**config.mk**
```make
export PLATFORM = sky130hd
export DESIGN_NAME = wdp_ctrl
export DESIGN_NICKNAME = d
export VERILOG_FILES = /design/src/hdl/wdp_pkg.sv /design/src/hdl/wdp_ctrl.sv
export SDC_FILE = /design/constraint.sdc
export NUM_CORES = 1
export LEC_CHECK = 0
export BUFFER_PORTS_ARGS = -buffer_cell sky130_fd_sc_hd__buf_2
export CAP_MARGIN = 20
export CORE_ASPECT_RATIO = 1.25
export CORE_UTILIZATION = 45
export CTS_CLUSTER_DIAMETER = 50
export DETAILED_ROUTE_END_ITERATION = 8
export HOLD_SLACK_MARGIN = 0.02
export PLACE_DENSITY = 0.76
export SKIP_LAST_GASP = 1
export SYNTH_ARGS = -nofsm -noshare
export SYNTH_HDL_FRONTEND = slang
export SYNTH_SLANG_ARGS = --single-unit
```
**constraint.sdc**
```tcl
create_clock -name aclk -period 7.95 [get_ports aclk]
set_input_delay 1.59 -clock aclk [delete_from_list [all_inputs] [get_ports aclk]]
set_output_delay 1.59 -clock aclk [all_outputs]
set_load 0.005 [all_outputs]
```
**src/hdl/wdp_pkg.sv**
```systemverilog
// Shared types, codes and sizes for the windowed dot-plot cell unit.
package wdp_pkg;

    localparam int unsigned MAX_LEN_DEF    = 4096;
    localparam int unsigned MAX_WINDOW_DEF = 31;

    localparam int unsigned FUNC_W = 2;
    localparam int unsigned IDX_W  = 12;
    localparam int unsigned SYM_W  = 8;
    localparam int unsigned LEN_W  = 13;
    localparam int unsigned WIN_W  = 5;
    localparam int unsigned CNT_W  = 5;
    // sequence position; holds any loaded length
    localparam int unsigned POS_W  = 13;
    localparam int unsigned CFG_IDX_W = 2;
    localparam int unsigned CFG_DATA_W = 13;

    localparam logic [FUNC_W-1:0] FUNC_WR_A  = 2'd0;
    localparam logic [FUNC_W-1:0] FUNC_WR_B  = 2'd1;
    localparam logic [FUNC_W-1:0] FUNC_QUERY = 2'd2;

    localparam logic [CFG_IDX_W-1:0] REG_LENGTH_A  = 2'd0;
    localparam logic [CFG_IDX_W-1:0] REG_LENGTH_B  = 2'd1;
    localparam logic [CFG_IDX_W-1:0] REG_WINDOW    = 2'd2;
    localparam logic [CFG_IDX_W-1:0] REG_ALLOWANCE = 2'd3;

    localparam logic [WIN_W-1:0] WINDOW_RST    = 5'd9;
    localparam logic [WIN_W-1:0] ALLOWANCE_RST = 5'd2;

    typedef struct packed {
        logic [FUNC_W-1:0] func;
        logic [IDX_W-1:0]  load_index;
        logic [SYM_W-1:0]  symbol;
        logic [IDX_W-1:0]  col;
        logic [IDX_W-1:0]  row;
    } in_item_t;

    typedef struct packed {
        logic             dot;
        logic [CNT_W-1:0] match_count;
        logic             out_of_range;
    } out_item_t;

    // one symbol store port pair: write from loads, read from the sequencer
    typedef struct packed {
        logic             we;
        logic [POS_W-1:0] waddr;
        logic [SYM_W-1:0] wdata;
        logic             re;
        logic [POS_W-1:0] raddr;
    } mem_req_t;

endpackage

```
**src/hdl/wdp_ctrl.sv**
```systemverilog
// Config registers, load decode and the query sequencer with its compare/count unit.
module wdp_ctrl #(
    parameter int unsigned MAX_LEN    = wdp_pkg::MAX_LEN_DEF,
    parameter int unsigned MAX_WINDOW = wdp_pkg::MAX_WINDOW_DEF
) (
    input  logic                             aclk,
    input  logic                             aresetn,
    input  logic                             s_valid,
    output logic                             s_ready,
    input  wdp_pkg::in_item_t                s_data,
    output logic                             m_valid,
    input  logic                             m_ready,
    output wdp_pkg::out_item_t               m_data,
    input  logic                             cfg_we,
    input  logic [wdp_pkg::CFG_IDX_W-1:0]    cfg_index,
    input  logic [wdp_pkg::CFG_DATA_W-1:0]   cfg_wdata,
    output wdp_pkg::mem_req_t                req_a,
    output wdp_pkg::mem_req_t                req_b,
    input  logic [wdp_pkg::SYM_W-1:0]        rd_a,
    input  logic [wdp_pkg::SYM_W-1:0]        rd_b
);

    localparam int unsigned LenW = wdp_pkg::LEN_W;
    localparam int unsigned WinW = wdp_pkg::WIN_W;
    localparam int unsigned CntW = wdp_pkg::CNT_W;
    localparam int unsigned PosW = wdp_pkg::POS_W;

    localparam int unsigned LenCap = (MAX_LEN > 8191) ? 8191 : MAX_LEN;
    localparam int unsigned IdxCap = (MAX_LEN > 4096) ? 4096 : MAX_LEN;
    localparam int unsigned WinCap = (MAX_WINDOW > 31) ? 31 : MAX_WINDOW;
    localparam logic [LenW-1:0] LenMax = LenW'(LenCap);
    localparam logic [LenW-1:0] IdxLim = LenW'(IdxCap);
    localparam logic [WinW-1:0] WinMax = WinW'(WinCap);

    typedef enum logic [1:0] {
        IDLE,
        RUN,
        FIN
    } state_t;

    state_t state_reg, state_next;

    logic [LenW-1:0] length_a_reg, length_b_reg;
    logic [WinW-1:0] window_reg, allowance_reg;

    logic [PosW-1:0] pa_reg, pa_next, pb_reg, pb_next;
    logic [WinW-1:0] k_reg, k_next, win_reg, win_next;
    logic [CntW-1:0] matches_reg, matches_next;
    logic            rd_vld_reg, rd_vld_next;

    logic            res_dot_reg, res_dot_next;
    logic [CntW-1:0] res_cnt_reg, res_cnt_next;
    logic            res_oor_reg, res_oor_next;

    logic               m_valid_reg, m_valid_next;
    wdp_pkg::out_item_t m_data_reg, m_data_next;

    logic [LenW-1:0] la, lb;
    logic [WinW-1:0] win_eff;
    logic            accept;
    logic            wr_ok;
    logic            issue;
    logic            oor;
    logic [CntW:0]   score;
    logic            out_free;

    assign la      = (length_a_reg > LenMax) ? LenMax : length_a_reg;
    assign lb      = (length_b_reg > LenMax) ? LenMax : length_b_reg;
    assign win_eff = (window_reg > WinMax) ? WinMax : window_reg;

    assign s_ready  = (state_reg == IDLE);
    assign accept   = s_valid && s_ready;
    assign wr_ok    = {1'b0, s_data.load_index} < IdxLim;
    assign oor      = ({1'b0, s_data.col} >= la) || ({1'b0, s_data.row} >= lb);
    assign issue    = (state_reg == RUN) && (k_reg < win_reg)
                   && (pa_reg < la) && (pb_reg < lb);
    assign score    = {1'b0, matches_reg} + {1'b0, allowance_reg};
    assign out_free = !m_valid_reg || m_ready;

    always_comb begin
        req_a.we    = accept && (s_data.func == wdp_pkg::FUNC_WR_A) && wr_ok;
        req_a.waddr = PosW'(s_data.load_index);
        req_a.wdata = s_data.symbol;
        req_a.re    = issue;
        req_a.raddr = pa_reg;
        req_b.we    = accept && (s_data.func == wdp_pkg::FUNC_WR_B) && wr_ok;
        req_b.waddr = PosW'(s_data.load_index);
        req_b.wdata = s_data.symbol;
        req_b.re    = issue;
        req_b.raddr = pb_reg;
    end

    always_comb begin
        state_next   = state_reg;
        pa_next      = pa_reg;
        pb_next      = pb_reg;
        k_next       = k_reg;
        win_next     = win_reg;
        matches_next = matches_reg;
        rd_vld_next  = 1'b0;
        res_dot_next = res_dot_reg;
        res_cnt_next = res_cnt_reg;
        res_oor_next = res_oor_reg;
        m_valid_next = m_valid_reg && !m_ready;
        m_data_next  = m_data_reg;

        case (state_reg)
            IDLE: begin
                if (accept && (s_data.func == wdp_pkg::FUNC_QUERY)) begin
                    if (oor) begin
                        res_dot_next = 1'b0;
                        res_cnt_next = '0;
                        res_oor_next = 1'b1;
                        state_next   = FIN;
                    end else begin
                        pa_next      = PosW'(s_data.col);
                        pb_next      = PosW'(s_data.row);
                        k_next       = '0;
                        win_next     = win_eff;
                        matches_next = '0;
                        state_next   = RUN;
                    end
                end
            end
            RUN: begin
                // address for pair k goes out while pair k-1 is compared
                if (issue) begin
                    pa_next = pa_reg + 1'b1;
                    pb_next = pb_reg + 1'b1;
                    k_next  = k_reg + 1'b1;
                end
                rd_vld_next = issue;
                if (rd_vld_reg && (rd_a == rd_b)) begin
                    matches_next = matches_reg + 1'b1;
                end
                if (!issue && !rd_vld_reg) begin
                    res_dot_next = score >= {1'b0, win_reg};
                    res_cnt_next = matches_reg;
                    res_oor_next = 1'b0;
                    state_next   = FIN;
                end
            end
            FIN: begin
                if (out_free) begin
                    m_valid_next             = 1'b1;
                    m_data_next.dot          = res_dot_reg;
                    m_data_next.match_count  = res_cnt_reg;
                    m_data_next.out_of_range = res_oor_reg;
                    state_next               = IDLE;
                end
            end
            default: begin
                state_next = IDLE;
            end
        endcase
    end

    always_ff @(posedge aclk) begin
        if (!aresetn) begin
            state_reg     <= IDLE;
            rd_vld_reg    <= 1'b0;
            m_valid_reg   <= 1'b0;
            length_a_reg  <= '0;
            length_b_reg  <= '0;
            window_reg    <= wdp_pkg::WINDOW_RST;
            allowance_reg <= wdp_pkg::ALLOWANCE_RST;
        end else begin
            state_reg   <= state_next;
            rd_vld_reg  <= rd_vld_next;
            m_valid_reg <= m_valid_next;
            if (cfg_we) begin
                case (cfg_index)
                    wdp_pkg::REG_LENGTH_A:  length_a_reg  <= cfg_wdata;
                    wdp_pkg::REG_LENGTH_B:  length_b_reg  <= cfg_wdata;
                    wdp_pkg::REG_WINDOW:    window_reg    <= cfg_wdata[WinW-1:0];
                    wdp_pkg::REG_ALLOWANCE: allowance_reg <= cfg_wdata[WinW-1:0];
                    default: ;
                endcase
            end
        end
        pa_reg      <= pa_next;
        pb_reg      <= pb_next;
        k_reg       <= k_next;
        win_reg     <= win_next;
        matches_reg <= matches_next;
        res_dot_reg <= res_dot_next;
        res_cnt_reg <= res_cnt_next;
        res_oor_reg <= res_oor_next;
        m_data_reg  <= m_data_next;
    end

    assign m_valid = m_valid_reg;
    assign m_data  = m_data_reg;

`ifndef SYNTHESIS
    a_no_read_when_ready: assert property (@(posedge aclk) disable iff (!aresetn)
        s_ready |-> !rd_vld_reg)
        else $error("read pending while accepting input");

    a_matches_bounded: assert property (@(posedge aclk) disable iff (!aresetn)
        (state_reg == RUN) |-> (matches_reg <= k_reg) && (k_reg <= win_reg))
        else $error("match count or pair index out of bounds");

    a_oor_result_clear: assert property (@(posedge aclk) disable iff (!aresetn)
        (m_valid && m_data.out_of_range) |-> (!m_data.dot && (m_data.match_count == '0)))
        else $error("out-of-range result carries a dot or count");

    a_no_rw_overlap: assert property (@(posedge aclk) disable iff (!aresetn)
        !((req_a.we || req_b.we) && (req_a.re || req_b.re)))
        else $error("store written during a query");

    a_result_on_fin: assert property (@(posedge aclk) disable iff (!aresetn)
        ((state_reg == FIN) && out_free) |=> m_valid)
        else $error("finished result not presented");
`endif

endmodule
```
; ---- Yosys cells after proc, flatten, opt, wreduce, memory -nomap -nowiden
; Index checks and enable logic that the tools add are counted.
[classes]
n_addsub = 5
multipliers = 0
div_mod_pow = 0
order_cmp = 9
eq_ne = 15
n_shift = 0
mux = 35
bitwise = 1
n_reduce_logical = 31
[op_table]
columns = operator, count
row1 = 2-to-1 mux 13 bit, 8
row2 = one-hot mux 13 bit (2 select lines), 2
row3 = 2-to-1 mux 5 bit, 7
row4 = one-hot mux 5 bit (2 select lines), 3
row5 = adder 13 x 1 -> 13 bit (second input constant), 2
row6 = >= comparator 12 x 13 -> 1 bit, 2
row7 = greater-than comparator 13 bit (second input constant), 2
row8 = less-than comparator 13 bit, 2
row9 = AND reduction 2 bit, 6
row10 = AND reduction 4 bit, 3
row11 = adder 5 x 1 -> 5 bit (second input constant), 2
row12 = logical AND 1 bit, 10
row13 = == test 2 bit (second input constant), 4
row14 = == test 8 bit, 1
row15 = 2-to-1 mux 1 bit, 8
row16 = 2-to-1 mux 2 bit, 4
row17 = inequality test 2 x 1 -> 1 bit (second input constant), 4
row18 = adder 5 x 5 -> 6 bit, 1
row19 = == test 2 x 1 -> 1 bit (second input constant), 3
row20 = >= comparator 6 x 5 -> 1 bit, 1
row21 = logical NOT 2 bit, 3
row22 = inequality test 2 bit (second input constant), 3
row23 = one-hot mux 2 bit (3 select lines), 1
row24 = AND reduction 3 bit, 2
row25 = 7 further kinds, 12
[totals]
reg_bits = 95
latchBits = 0
ram_bits = 0
rom_bits = 0
out_inout_bits = 81
wordCells = 114
memories = 0

; ---- Depth between registers and ports, before layout
[logic_depth]
word_depth = 9
depth_mapped = 10
mapped_depth_nobuf = 9

; ---- Worst setup path before layout
; No wires, ideal clock.
[synth_timing]
path_kind = input-to-reg
from = input s_data[10] in the netlist's numbering
to = register k_reg[0] (enable)
setup_ns = 0.389
arrival_ns = 3.921
required_ns = 7.561
slack_ns = 3.640
path_stages = 7
cell_sequence = ha_1 -> a211oi_1 -> o32a_1 -> a2bb2oi_1 -> o41ai_1 -> nor3_1 -> or2_1
[synth_between]
elab_chain_cells = 4
[synth_lines]
columns = element, line_no
row1 = from (decl), wdp_ctrl.sv:10  ; input wdp_pkg::in_item_t s_data,
row2 = >= comparator 12 x 13 -> 1 bit, wdp_ctrl.sv:74  ; assign oor = ({1'b0, s_data.col} >= la) || ({1'b0, s_data.row} >= lb);
row3 = logical OR 1 bit, wdp_ctrl.sv:74
row4 = inequality test 2 bit (no source line), --
row5 = AND reduction 4 bit (no source line), --
row6 = to (signal assigned), wdp_ctrl.sv:183  ; k_reg <= k_next;
row7 = to (decl), wdp_ctrl.sv:47  ; logic [WinW-1:0] k_reg, k_next, win_reg, win_next;
; Every way passes these cells.
; A chain may end at the register's enable or synchronous reset.

==> flow_summary.ini <==
[worst_setup_path]
path_class = flop to primary output
crit_end = req_b[13]
cp-end-kind = primary output
critical_path_arrival_ns = 2.98
crit_path_start = length_b_reg[12]$_SDFFE_PN0P_
r2r_end = pa_reg[10]$_DFFE_PP_
reg2regPathDepth = 9
rrSetupSlack_ns = 4.21
path_max_fanout = 12
crit_required_ns = 6.36
crit_path_start_kind = flop
r2r-start = state_reg[1]$_SDFFE_PN0P_

[clocking]
cts_tree = yes
cts.sinks = 95
clk_pin_slew_ns = 0.07
cts_setup_buffers = 0
cts_buffers = 9
h-tree-depth = 3
insertion_delay_ns = 0.35
cts_hold_buf = 0
post_cts_resized = 0
clk_path_buf_depth = 2
clock-root-buffer = clkbuf_16

[global_route]
grt_pass1_vias = 4643
grtUsageTotal_pct = 20.46
grt_antenna_before_repair = 0
grt_pass1_wl_mm = 21.67
grt_max_degree = 61
grt_remaining_overflow = 0

[final_layout]
diodes = 0
layout_common_cells = nand2_1 (126), buf_2 (101), ha_1 (66)
drive_gt1_share_pct = 18.14
nFillCells = 1143
finish.utilization_pct = 51.04
design_area_um2 = 6492
final_common_cell = nand2_1
num-nets-final = 833
areaGrowthSynthToFinish_pct = 10.45
fin_cells = 857

[synthesis]
netlist_area_um2 = 5878
synth_seq_cells = 95
synth.avg_cell_area_um2 = 9.272
synthArstFlopShare_pct = 0
synth_edf_count = 55
yosys_warnings = 0
synth_cell_types = 52
ys_seq_area_share_pct = 41.72
netlist_instances = 634
synth_top_flop_cell = edfxtp_1

[sta]
timing.final.crit_share_pct = 57.47
worst_slack_ns = 3.381
clock_skew_ns = 0.005895
clock.fmax_mhz = 218.9
slew_viol_final = 0
finalSetupViolations = 0
slew_headroom_pct = 37.17
worst_pin_slew_ns = 0.9366
hold_violations = 0
grt_setup_unrepaired = no
tns_ns = 0
fin_crit_ns = 4.569

[drt]
drc = 0
dr.pass1.iters = 4
antenna_left = 0
drt_iter0_drc = 271
routed_wl_mm = 13.22
routedWlPerCell_um = 15.42
avgViaCountPerCell = 5.377
num_vias = 4608

[outcome]
status = finished, final reports clean

[power_and_ir_drop]
irDropWorstVdd_mv = 0.1100
total_leakage_power_nw = 2.722
pwr_density_cell_nw_per_um2 = 166.7

[place]
numPortBuffers = 100
gp_congestion = 0.8435
place_ws_ns = 2.899
hpwl_mm = 10.46
placed_cells = 840
dpl-instance-area_um2 = 6202

[hold_path]
hold_depth = 0
hold_class = flop to flop

[floorplan]
die_x_um = 104.2
die_area_um2 = 13530
die_y_um = 129.8
core_um2 = 12720
io_pins = 163
start_util_pct = 46.21
rows = 46

[flow_run]
drv_cap = 0
[kinds of logic (layout without fill, tap and decap cells)]
kind of cell               Yosys count  count (layout)  share of synthesized area, %
AOI/OAI and AO/OA                  105             105                         10.15
xor gates and xnor gates            38              38                         5.662
adders and majority gates           67              67                         14.39
buffers and inverters               80             134                         7.918
DFF                                 95              95                         41.72
muxes                               10              10                         1.703
other                                1               2                       0.06380
and+or+nand+nor                    238             238                         18.39
[layer usage]
| metal | track usage (%) | vias up | routed length [um] |
|---|---|---|---|
| li1 | - | 2267 | - |
| met1 | 23.50 | 2161 | 5441 |
| met2 | 36.35 | 149 | 6634 |
| met3 | 3.996 | 31 | 741 |
| met4 | 10.84 | 0 | 401 |
| met5 | 0 | - | 0 |
[worst min-delay path by stage]
stage	to	slack (ns)	start
finish	m_data[6]$_DFFE_PP_	0.42	res_dot_reg$_SDFFCE_PN0P_
global route	m_data[1]$_DFFE_PP_	0.43	res_cnt_reg[0]$_SDFFCE_PN0P_
CTS	m_data[6]$_DFFE_PP_	0.42	res_dot_reg$_SDFFCE_PN0P_
detailed placement	m_data[6]$_DFFE_PP_	0.40	res_dot_reg$_SDFFCE_PN0P_
global placement	m_data[1]$_DFFE_PP_	0.40	res_cnt_reg[0]$_SDFFCE_PN0P_
floorplan	m_data[0]$_DFFE_PP_	0.40	res_oor_reg$_DFFE_PP_
[power by group]
group | internal [mW] | leakage (nW) | switching, mW
combinational | 0.0511 | 1.76 | 0.0681
clock | 0.218 | 0.139 | 0.198
sequential | 0.536 | 0.826 | 0.0109
[synthesized netlist by cell type (all sizes together), types with 2 or more instances]
master | count | area, um2
xnor2 | 15 | 131.4
nand4b | 3 | 26.28
nand2b | 3 | 18.77
o22ai | 2 | 12.51
xor2 | 23 | 201.4
nand3 | 17 | 85.08
nand2 | 126 | 473.0
o21ai | 34 | 170.2
ha | 66 | 825.8
buf | 44 | 330.3
edfxtp | 55 | 1652
nor3b | 4 | 30.03
a21oi | 44 | 220.2
o41ai | 2 | 17.52
or2 | 2 | 12.52
mux2i | 10 | 100.1
nand4 | 6 | 37.54
nor2 | 38 | 142.6
inv | 13 | 48.79
and2 | 9 | 56.30
a31oi | 4 | 25.02
or4 | 2 | 15.01
clkbuf | 22 | 82.58
and3 | 5 | 31.28
a211oi | 4 | 30.03
nor2b | 9 | 58.81
dfxtp | 40 | 800.8
nor3 | 7 | 40.04
nand3b | 2 | 15.01
a21o | 5 | 37.54
[final cells by class]
type / count / area [um2] / area share [%]
Multi-Input combinational cell: 460 / 2964 / 45.65
Clock buffer: 9 / 225.2 / 3.469
Tap cell: 168 / 210.2 / 3.238
Inverter: 14 / 52.55 / 0.8094
Timing Repair Buffer: 104 / 528.0 / 8.133
Clock inverter: 7 / 60.06 / 0.9250
Sequential cell: 95 / 2452 / 37.77
[per-stage QoR]
step	total power, mW	hold WS (ns)
6_report	1.082	0.4231
5_1_grt	1.127	0.4286
4_1_cts	1.089	0.4240
2_1_floorplan	0.6431	0.4003
3_3_place_gp	0.6696	0.4027
3_5_place_dp	0.6768	0.4045
[worst max-delay path, stage by stage (launching register included)]
cell and delay, ns:
dfxtp_1 0.39, inv_1 0.32, nand2_1 0.16, ha_1 0.34, nand4_1 0.16, or4_1 0.58, o2111ai_1 0.38, nor3_2 0.14
buf_2 0.15
No activity file was read; power rests on OpenSTA's default activity.
